--- src/design/ipc_pkg.sv ---
`default_nettype none

package ipc_pkg;

    // Operator stack sizing.
    localparam int STACK_DEPTH = 32;
    localparam int CNT_W       = $clog2(STACK_DEPTH + 1);
    localparam int IDX_W       = $clog2(STACK_DEPTH);

    // Token queue between the front and the back.
    localparam int QUEUE_DEPTH = 4;
    localparam int Q_IDX_W     = $clog2(QUEUE_DEPTH);
    localparam int Q_CNT_W     = $clog2(QUEUE_DEPTH + 1);

    // Stream payload widths.
    localparam int VALUE_W   = 32;
    localparam int S_DATA_W  = 40;
    localparam int S_USER_W  = 3;
    localparam int M_DATA_W  = 40;
    localparam int M_USER_W  = 2;

    // Input token kinds.
    localparam logic [2:0] TOK_NUMBER = 3'd0;
    localparam logic [2:0] TOK_OPER   = 3'd1;
    localparam logic [2:0] TOK_OPEN   = 3'd2;
    localparam logic [2:0] TOK_CLOSE  = 3'd3;
    localparam logic [2:0] TOK_END    = 3'd4;

    // Operator codes, plus the stack marker for an open parenthesis.
    localparam logic [2:0] OP_PLUS   = 3'd0;
    localparam logic [2:0] OP_MINUS  = 3'd1;
    localparam logic [2:0] OP_TIMES  = 3'd2;
    localparam logic [2:0] OP_DIVIDE = 3'd3;
    localparam logic [2:0] OP_POWER  = 3'd4;
    localparam logic [2:0] OPEN_MARK = 3'd5;

    // Result kinds.
    localparam logic [1:0] OUT_NUMBER = 2'd0;
    localparam logic [1:0] OUT_OPER   = 2'd1;
    localparam logic [1:0] OUT_ERROR  = 2'd2;

    // Error codes.
    localparam logic [1:0] ERR_NONE      = 2'd0;
    localparam logic [1:0] ERR_UNMATCHED = 2'd1;
    localparam logic [1:0] ERR_OVERFLOW  = 2'd2;
    localparam logic [1:0] ERR_OPEN_END  = 2'd3;

    // Precedence: plus and minus 1, times and divide 2, power 3.
    function automatic logic [1:0] prec_of(input logic [2:0] code);
        logic [1:0] p;
        if (code <= OP_MINUS) begin
            p = 2'd1;
        end else if (code <= OP_DIVIDE) begin
            p = 2'd2;
        end else begin
            p = 2'd3;
        end
        return p;
    endfunction

    // A classified token as it waits in the queue.
    typedef struct packed {
        logic [2:0]         kind;
        logic [2:0]         op;
        logic [1:0]         prec;
        logic [VALUE_W-1:0] value;
    } t_tok;

    // Status of the stack engine, watched at the top level.
    typedef struct packed {
        logic [CNT_W-1:0] count;
        logic             emit_err;
    } t_stat;

endpackage

`default_nettype wire

--- src/design/infix_to_postfix_converter_top.sv ---
`default_nettype none

// Infix to postfix converter (shunting yard). Infix tokens enter on the slave
// stream and postfix tokens leave on the master stream; tlast marks the final
// beat caused by an input token, and tokens that cause nothing (an open
// parenthesis, a plain push) give no beat. A four-entry token queue decouples
// input from the stack engine. The engine works in steps on its single stack
// port: a number, a push or an open parenthesis is one step, an operator takes
// one step plus one per popped operator, and a close parenthesis or end of
// expression takes one step per popped operator plus a closing step that pops
// the open mark, ends the expression or gives the error. Each step emits at
// most one beat, so the output register paces the engine when the master side
// stalls. Errors (unmatched close, overflow of the 32-entry stack, open left
// at the end) give an error beat with tlast and empty the stack. Unknown token
// kinds and operator codes are accepted and dropped.
module infix_to_postfix_converter_top
    import ipc_pkg::*;
(
    input  wire logic                i_clk,
    input  wire logic                i_rst_n,
    input  wire logic                i_s_tvalid,
    output logic                     o_s_tready,
    input  wire logic [S_DATA_W-1:0] i_s_tdata,   // number_value[31:0], op_code[34:32], zeros
    input  wire logic [S_USER_W-1:0] i_s_tuser,   // token_kind[2:0]
    output logic                     o_m_tvalid,
    input  wire logic                i_m_tready,
    output logic [M_DATA_W-1:0]      o_m_tdata,   // out_value[31:0], out_op[34:32],
                                                  // error_code[36:35], zeros
    output logic [M_USER_W-1:0]      o_m_tuser,   // out_kind[1:0]
    output logic                     o_m_tlast
);

    logic               w_wr_valid;
    logic               w_wr_ready;
    t_tok               w_wr_data;
    logic               w_rd_valid;
    logic               w_rd_ready;
    t_tok               w_rd_data;
    logic [1:0]         w_kind;
    logic [VALUE_W-1:0] w_value;
    logic [2:0]         w_op;
    logic [1:0]         w_err;
    t_stat              w_stat;

    ipc_front u_front (
        .i_clk      (i_clk),
        .i_rst_n    (i_rst_n),
        .i_s_tvalid (i_s_tvalid),
        .o_s_tready (o_s_tready),
        .i_s_tdata  (i_s_tdata),
        .i_s_tuser  (i_s_tuser),
        .o_wr_valid (w_wr_valid),
        .i_wr_ready (w_wr_ready),
        .o_wr_data  (w_wr_data)
    );

    ipc_queue u_queue (
        .i_clk      (i_clk),
        .i_rst_n    (i_rst_n),
        .i_wr_valid (w_wr_valid),
        .o_wr_ready (w_wr_ready),
        .i_wr_data  (w_wr_data),
        .o_rd_valid (w_rd_valid),
        .i_rd_ready (w_rd_ready),
        .o_rd_data  (w_rd_data)
    );

    ipc_back u_back (
        .i_clk      (i_clk),
        .i_rst_n    (i_rst_n),
        .i_rd_valid (w_rd_valid),
        .o_rd_ready (w_rd_ready),
        .i_rd_data  (w_rd_data),
        .o_m_tvalid (o_m_tvalid),
        .i_m_tready (i_m_tready),
        .o_kind     (w_kind),
        .o_value    (w_value),
        .o_op       (w_op),
        .o_err      (w_err),
        .o_last     (o_m_tlast),
        .o_stat     (w_stat)
    );

    // Pack the result fields onto the master stream.
    assign o_m_tdata = {3'b000, w_err, w_op, w_value};
    assign o_m_tuser = w_kind;

    // The stack never holds more than its depth.
    a_count_bound: assert property (@(posedge i_clk) disable iff (!i_rst_n)
        w_stat.count <= CNT_W'(STACK_DEPTH))
        else $error("operator stack count beyond depth");

    // Every error beat empties the stack.
    a_err_clears: assert property (@(posedge i_clk) disable iff (!i_rst_n)
        w_stat.emit_err |=> (w_stat.count == '0))
        else $error("stack not cleared after error");

    // An error beat ends its token's run and carries a nonzero code.
    a_err_last: assert property (@(posedge i_clk) disable iff (!i_rst_n)
        (o_m_tvalid && (w_kind == OUT_ERROR)) |-> (o_m_tlast && (w_err != ERR_NONE)))
        else $error("error beat without tlast or code");

endmodule

`default_nettype wire

--- src/design/ipc_front.sv ---
`default_nettype none

module ipc_front
    import ipc_pkg::*;
(
    input  wire logic                i_clk,
    input  wire logic                i_rst_n,
    input  wire logic                i_s_tvalid,
    output logic                     o_s_tready,
    input  wire logic [S_DATA_W-1:0] i_s_tdata,   // number_value[31:0], op_code[34:32], zeros
    input  wire logic [S_USER_W-1:0] i_s_tuser,   // token_kind[2:0]
    output logic                     o_wr_valid,
    input  wire logic                i_wr_ready,
    output t_tok                     o_wr_data
);

    logic       w_known;
    logic [2:0] w_kind;
    logic [2:0] w_op;
    logic       r_seen;

    assign w_kind = i_s_tuser;
    assign w_op   = i_s_tdata[VALUE_W +: 3];

    // Tokens of an unknown kind or with an unknown operator are dropped.
    always_comb begin
        w_known = 1'b0;
        case (w_kind)
            TOK_NUMBER, TOK_OPEN, TOK_CLOSE, TOK_END: w_known = 1'b1;
            TOK_OPER: w_known = (w_op <= OP_POWER);
            default: w_known = 1'b0;
        endcase
    end

    // The front takes a beat whenever the queue has room, once r_seen is set after reset.
    assign o_s_tready = i_wr_ready && r_seen;
    assign o_wr_valid = i_s_tvalid && r_seen && w_known;

    always_comb begin
        o_wr_data.kind  = w_kind;
        o_wr_data.op    = w_op;
        o_wr_data.prec  = prec_of(w_op);
        o_wr_data.value = i_s_tdata[VALUE_W-1:0];
    end

    // Hold off input until the first cycle after reset.
    always_ff @(posedge i_clk) begin
        if (!i_rst_n) begin
            r_seen <= 1'b0;
        end else begin
            r_seen <= 1'b1;
        end
    end

endmodule

`default_nettype wire

--- src/design/ipc_queue.sv ---
`default_nettype none

module ipc_queue
    import ipc_pkg::*;
(
    input  wire logic i_clk,
    input  wire logic i_rst_n,
    input  wire logic i_wr_valid,
    output logic      o_wr_ready,
    input  wire t_tok i_wr_data,
    output logic      o_rd_valid,
    input  wire logic i_rd_ready,
    output t_tok      o_rd_data
);

    t_tok               r_buf [QUEUE_DEPTH];
    logic [Q_IDX_W-1:0] r_wr_ptr;
    logic [Q_IDX_W-1:0] r_rd_ptr;
    logic [Q_CNT_W-1:0] r_cnt;
    logic               w_wr;
    logic               w_rd;

    assign o_wr_ready = (r_cnt != Q_CNT_W'(QUEUE_DEPTH));
    assign o_rd_valid = (r_cnt != '0);
    assign o_rd_data  = r_buf[r_rd_ptr];
    assign w_wr       = i_wr_valid && o_wr_ready;
    assign w_rd       = o_rd_valid && i_rd_ready;

    // Pointers and fill count.
    always_ff @(posedge i_clk) begin
        if (!i_rst_n) begin
            r_wr_ptr <= '0;
            r_rd_ptr <= '0;
            r_cnt    <= '0;
        end else begin
            if (w_wr) begin
                r_wr_ptr <= r_wr_ptr + 1'b1;
            end
            if (w_rd) begin
                r_rd_ptr <= r_rd_ptr + 1'b1;
            end
            if (w_wr && !w_rd) begin
                r_cnt <= r_cnt + 1'b1;
            end else if (!w_wr && w_rd) begin
                r_cnt <= r_cnt - 1'b1;
            end
        end
    end

    // Token storage.
    always_ff @(posedge i_clk) begin
        if (w_wr) begin
            r_buf[r_wr_ptr] <= i_wr_data;
        end
    end

endmodule

`default_nettype wire

--- src/design/ipc_back.sv ---
`default_nettype none

module ipc_back
    import ipc_pkg::*;
(
    input  wire logic               i_clk,
    input  wire logic               i_rst_n,
    input  wire logic               i_rd_valid,
    output logic                    o_rd_ready,
    input  wire t_tok               i_rd_data,
    output logic                    o_m_tvalid,
    input  wire logic               i_m_tready,
    output logic [1:0]              o_kind,
    output logic [VALUE_W-1:0]      o_value,
    output logic [2:0]              o_op,
    output logic [1:0]              o_err,
    output logic                    o_last,
    output t_stat                   o_stat
);

    localparam logic [1:0] ACT_NONE  = 2'd0;
    localparam logic [1:0] ACT_PUSH  = 2'd1;
    localparam logic [1:0] ACT_POP   = 2'd2;
    localparam logic [1:0] ACT_CLEAR = 2'd3;

    // Stack below the top two entries; the top two entries live in their own
    // registers, so a pop refills the second entry with a clocked read.
    logic [2:0]         r_stack [STACK_DEPTH];
    logic [2:0]         r_top;
    logic [2:0]         r_second;
    logic [CNT_W-1:0]   r_count;

    logic               r_valid;
    logic [1:0]         r_kind;
    logic [VALUE_W-1:0] r_value;
    logic [2:0]         r_op;
    logic [1:0]         r_err;
    logic               r_last;

    logic               w_free;
    logic               w_go;
    logic               w_has;
    logic               w_has2;
    logic               w_full;
    logic [CNT_W-1:0]   w_cnt_m1;
    logic [CNT_W-1:0]   w_cnt_m2;
    logic [CNT_W-1:0]   w_cnt_m3;
    logic [2:0]         w_second;
    logic               w_top_pops;
    logic               w_second_pops;

    logic [1:0]         n_act;
    logic [2:0]         n_push_val;
    logic               n_emit;
    logic               n_done;
    logic [1:0]         n_kind;
    logic [VALUE_W-1:0] n_value;
    logic [2:0]         n_op;
    logic [1:0]         n_err;
    logic               n_last;

    assign w_free   = !r_valid || i_m_tready;
    assign w_go     = i_rd_valid && w_free;
    assign w_has    = (r_count != '0);
    assign w_has2   = (r_count > CNT_W'(1));
    assign w_full   = (r_count >= CNT_W'(STACK_DEPTH));
    assign w_cnt_m1 = r_count - 1'b1;
    assign w_cnt_m2 = r_count - CNT_W'(2);
    assign w_cnt_m3 = r_count - CNT_W'(3);
    assign w_second = r_second;

    // An operator pops a stacked operator of greater or equal precedence.
    assign w_top_pops    = w_has && (r_top != OPEN_MARK) &&
                           (prec_of(r_top) >= i_rd_data.prec);
    assign w_second_pops = w_has2 && (w_second != OPEN_MARK) &&
                           (prec_of(w_second) >= i_rd_data.prec);

    // One step of the token at the head of the queue.
    always_comb begin
        n_act      = ACT_NONE;
        n_push_val = i_rd_data.op;
        n_emit     = 1'b0;
        n_done     = 1'b1;
        n_kind     = OUT_OPER;
        n_value    = '0;
        n_op       = r_top;
        n_err      = ERR_NONE;
        n_last     = 1'b1;
        case (i_rd_data.kind)
            TOK_NUMBER: begin
                n_emit  = 1'b1;
                n_kind  = OUT_NUMBER;
                n_value = i_rd_data.value;
                n_op    = '0;
            end
            TOK_OPER: begin
                if (w_top_pops) begin
                    n_act  = ACT_POP;
                    n_emit = 1'b1;
                    n_done = 1'b0;
                    n_last = !w_second_pops;
                end else if (w_full) begin
                    n_act  = ACT_CLEAR;
                    n_emit = 1'b1;
                    n_kind = OUT_ERROR;
                    n_op   = '0;
                    n_err  = ERR_OVERFLOW;
                end else begin
                    n_act = ACT_PUSH;
                end
            end
            TOK_OPEN: begin
                n_push_val = OPEN_MARK;
                if (w_full) begin
                    n_act  = ACT_CLEAR;
                    n_emit = 1'b1;
                    n_kind = OUT_ERROR;
                    n_op   = '0;
                    n_err  = ERR_OVERFLOW;
                end else begin
                    n_act = ACT_PUSH;
                end
            end
            TOK_CLOSE: begin
                if (w_has && (r_top != OPEN_MARK)) begin
                    // The beat is last when the matching open comes next.
                    n_act  = ACT_POP;
                    n_emit = 1'b1;
                    n_done = 1'b0;
                    n_last = w_has2 && (w_second == OPEN_MARK);
                end else if (w_has) begin
                    n_act = ACT_POP;
                end else begin
                    n_act  = ACT_CLEAR;
                    n_emit = 1'b1;
                    n_kind = OUT_ERROR;
                    n_op   = '0;
                    n_err  = ERR_UNMATCHED;
                end
            end
            TOK_END: begin
                if (w_has && (r_top != OPEN_MARK)) begin
                    // The beat is last when it empties the stack.
                    n_act  = ACT_POP;
                    n_emit = 1'b1;
                    n_done = 1'b0;
                    n_last = !w_has2;
                end else if (w_has) begin
                    n_act  = ACT_CLEAR;
                    n_emit = 1'b1;
                    n_kind = OUT_ERROR;
                    n_op   = '0;
                    n_err  = ERR_OPEN_END;
                end
            end
            default: begin
                n_act = ACT_NONE;
            end
        endcase
    end

    assign o_rd_ready = w_go && n_done;

    // Stack pointer (entry count).
    always_ff @(posedge i_clk) begin
        if (!i_rst_n) begin
            r_count <= '0;
        end else if (w_go) begin
            case (n_act)
                ACT_PUSH:  r_count <= r_count + 1'b1;
                ACT_POP:   r_count <= w_cnt_m1;
                ACT_CLEAR: r_count <= '0;
                default:   r_count <= r_count;
            endcase
        end
    end

    // A push spills the second entry into the array; a pop reads it back.
    always_ff @(posedge i_clk) begin
        if (w_go && (n_act == ACT_PUSH)) begin
            r_top    <= n_push_val;
            r_second <= r_top;
            if (w_has2) begin
                r_stack[w_cnt_m2[IDX_W-1:0]] <= r_second;
            end
        end else if (w_go && (n_act == ACT_POP)) begin
            r_top    <= r_second;
            r_second <= r_stack[w_cnt_m3[IDX_W-1:0]];
        end
    end

    // Output register.
    always_ff @(posedge i_clk) begin
        if (!i_rst_n) begin
            r_valid <= 1'b0;
        end else if (w_go && n_emit) begin
            r_valid <= 1'b1;
        end else if (i_m_tready) begin
            r_valid <= 1'b0;
        end
    end

    always_ff @(posedge i_clk) begin
        if (w_go && n_emit) begin
            r_kind  <= n_kind;
            r_value <= n_value;
            r_op    <= n_op;
            r_err   <= n_err;
            r_last  <= n_last;
        end
    end

    assign o_m_tvalid      = r_valid;
    assign o_kind          = r_kind;
    assign o_value         = r_value;
    assign o_op            = r_op;
    assign o_err           = r_err;
    assign o_last          = r_last;
    assign o_stat.count    = r_count;
    assign o_stat.emit_err = w_go && n_emit && (n_kind == OUT_ERROR);

endmodule

`default_nettype wire
--- config.mk ---
export PLATFORM = sky130hd
export DESIGN_NAME = infix_to_postfix_converter_top
export DESIGN_NICKNAME = d
export VERILOG_FILES = /design/src/design/ipc_pkg.sv /design/src/design/infix_to_postfix_converter_top.sv /design/src/design/ipc_front.sv /design/src/design/ipc_queue.sv /design/src/design/ipc_back.sv
export SDC_FILE = /design/constraint.sdc
export NUM_CORES = 1
export LEC_CHECK = 0
export CAP_MARGIN = 20
export CORE_UTILIZATION = 60
export DETAILED_ROUTE_END_ITERATION = 7
export DONT_BUFFER_PORTS = 1
export PLACE_DENSITY = 0.83
export SKIP_CTS_REPAIR_TIMING = 1
export SYNTH_ARGS = -nofsm -noshare
export SYNTH_HDL_FRONTEND = slang
export SYNTH_HIERARCHICAL = 1
export SYNTH_SLANG_ARGS = --single-unit
--- constraint.sdc ---
create_clock -name i_clk -period 5.6 [get_ports i_clk]
set_clock_uncertainty 0.05 [all_clocks]
set_input_delay 1.12 -clock i_clk [delete_from_list [all_inputs] [get_ports i_clk]]
set_output_delay 1.12 -clock i_clk [all_outputs]
set_load 0.01 [all_outputs]
==> run summary <==
Chip Height = 152 microns
detailed placer's ending HPWL = 15,000 microns
critical-path maximum fanout = 35
Mean Syn Cell Area = 17.5 sq um
Max stage delay cell, worst path = sky130_fd_sc_hd__buf_4
final setup violation count = 0
GRT Total Usage = 22.3%
number of non-filler instances in the completed layout = 1,041
post-route antenna net violation count = 0
Lkg Pwr = 0.00454 uW
element type at the critical path start = flip-flop
cells along the critical path = buf_4 -> mux4_2 -> ha_1 -> nand2b_1 -> a21oi_2 -> inv_1 -> o21ai_0 -> nand2_1 -> a31oi_1 -> o31ai_4 -> ha_1 -> inv_1 -> fa_1 -> xor2_1 -> or3_1 -> a21boi_0
Worst-Skew Late Latency = 540 ps
hold path depth = 2
placed cell area = 0.0134 sq mm
final hold violations = 0
Reg2Reg Depth = 16
first-pass GRT wire length = 38,100 microns
initial drt markers = 458
largest net degree at the start of global routing = 41
area of the core = 0.0219 sq mm
area of the mapped netlist = 0.0134 sq mm
worst hold path type = reg -> reg
area growth from synthesis to layout = 6.69%
P per Cell Area = 478 mW/mm^2
die outline area = 0.0230 sq mm
count of standard-cell rows = 54
filler instances = 1,434
initial antenna violation count = 0
# diodes = 0
top achievable clock speed = 0.242 GHz
grt total ovfl = 0
Num CTS Buffers = 30
slew at the pin closest to its max-slew limit = 1130 ps
routability congestion estimate = 0.863
Pwr Total = 6860 uW
area of the multi-input gates = 0.00349 sq mm
sequential cell area = 0.00941 sq mm
shortest clock period the worst path allows after layout = 4130 ps
clock tree from TritonCTS = done
headroom to the max-slew limit = 24.4%
Final Instance Area = 0.0143 sq mm
vias after detailed routing = 6,504
run status = complete, no violations
chip width = 152 microns
per-cell routed wire length = 24.0 microns
synth warn = 6
Critical Path Max Stage Delay = 470 ps
WP depth = 16
initial core utilization = 61.4%
number of global-route vias before repair = 6,843
H-tree depth = 1
share of final-layout standard cells stronger than drive strength 1 = 18.5%
input/output buffers = 0
clock transition time at the flip-flop clock pins of the worst setup and hold paths = 60 ps
WS Path Type = reg -> reg
Final Slew Violations = 0
total DRC errors in the routed layout = 0
Max IR drop VDD = 0.310 mV
Clock Sink Count = 319
critical path data required time = 6020 ps
Post-Route WL = 25,000 microns
family with the most delay on the worst path = compound AO/OA/AOI/OAI gates
number of buffers on the longest clock path = 3
clock root buffer = sky130_fd_sc_hd__clkbuf_16
core occupancy in the finished layout = 65.5%
final-layout setup total negative slack = 0 ps
drt via density = 6.25
placed cells = 986
arrival time at the worst endpoint = 4540 ps
detailed-routing iteration count for the pre-antenna-repair pass = 5
Max Cap Viol = 0
crit share post-route = 73.7%
number of primary I/O pins = 92
unrepaired setup endpoints after global routing = false
crit path buf inv count = 3
Mapped Cells = 768
layout net count = 805
sort of element at the end of the critical path = flip-flop
==> power breakdown <==
group	total [uW]	switching (uW)	internal, uW	leakage [uW]
registers	3220	252	2970	0.00287
clock network	1930	830	1100	0.000459
logic	1710	994	717	0.00120
==> area by class of cell <==
| type | instances | share of cell area (%) |
|---|---|---|
| multi-input combinational | 364 | 24.3 |
| tap | 280 | 2.44 |
| clock buffer | 37 | 5.56 |
| timing repair buffer | 13 | 0.872 |
| sequential | 319 | 65.6 |
| clock inverter | 16 | 0.907 |
| inverter | 12 | 0.314 |
==> metal layers <==
layer	vias to the layer above	global-route usage, %	share of wire, %
met5	-	0	0
met4	0	5.45	1.1
met3	25	5.48	8.1
met2	265	39.0	53
met1	3321	28.1	38
li1	2893	-	-
==> cell usage in the layout, fill, tap and decap left out, types with 4 or more instances in the layout <==
cell and instances:
sky130_fd_sc_hd__xnor2_1 9, sky130_fd_sc_hd__or3_1 6, sky130_fd_sc_hd__mux4_2 64, sky130_fd_sc_hd__o31ai_1 4, sky130_fd_sc_hd__clkinv_2 6, sky130_fd_sc_hd__ha_1 17
sky130_fd_sc_hd__inv_1 12, sky130_fd_sc_hd__clkinv_1 6, sky130_fd_sc_hd__nand2b_1 4, sky130_fd_sc_hd__edfxtp_1 302, sky130_fd_sc_hd__nand3_1 8, sky130_fd_sc_hd__buf_4 11
sky130_fd_sc_hd__mux2_2 4, sky130_fd_sc_hd__o21ai_0 7, sky130_fd_sc_hd__a21oi_1 13, sky130_fd_sc_hd__dfxtp_1 15, sky130_fd_sc_hd__nor3b_1 6, sky130_fd_sc_hd__nor2_1 45
sky130_fd_sc_hd__a221oi_1 4, sky130_fd_sc_hd__mux2i_1 19, sky130_fd_sc_hd__a31oi_1 10, sky130_fd_sc_hd__nor2b_1 9, sky130_fd_sc_hd__clkbuf_1 6, sky130_fd_sc_hd__and2_1 42
sky130_fd_sc_hd__nand4_1 5, sky130_fd_sc_hd__and2_2 4, sky130_fd_sc_hd__nor3_1 5, sky130_fd_sc_hd__nand2_1 24, sky130_fd_sc_hd__clkbuf_16 31
==> registers in the layout, indices dropped and copies added, names as in the netlist, named ones only <==
register,flops
u_queue/r_buf,160
u_back/o_last,1
u_queue/r_wr_ptr,2
u_back/o_err,2
u_back/r_second,3
u_front/r_seen,1
u_back/r_stack,96
u_back/o_op,3
u_back/o_value,32
u_back/o_kind,2
u_queue/r_rd_ptr,2
u_queue/r_cnt,3
u_back/o_m_tvalid,1
u_back/r_top,3
u_back/r_count,6
==> metrics by stage <==
stage               hold WS, ps  worst slack (ps)
floorplan                   418              1450
global placement            425              1670
detailed placement          477              1480
CTS                         476              1450
global route                511              1210
finish                      471              1470
==> final timing paths <==
| kind | endpoint | from | slack [ps] |
|---|---|---|---|
| max | u_queue/r_cnt[2] | flip-flop | 1470 |
| max reg2reg | u_queue/r_cnt[2] | flip-flop | 1470 |
| min | u_queue/r_wr_ptr[0] | u_queue/r_wr_ptr[0] | 470 |
| min reg2reg | u_queue/r_wr_ptr[0] | u_queue/r_wr_ptr[0] | 470 |
==> tightest hold or removal path, delay by kind of cell, from the launching register on <==
family | cells | cell delay, ps
mux | 1 | 60
flops | 1 | 340
simple gates | 1 | 70
Note: power is estimated with default switching activity, not from simulation.
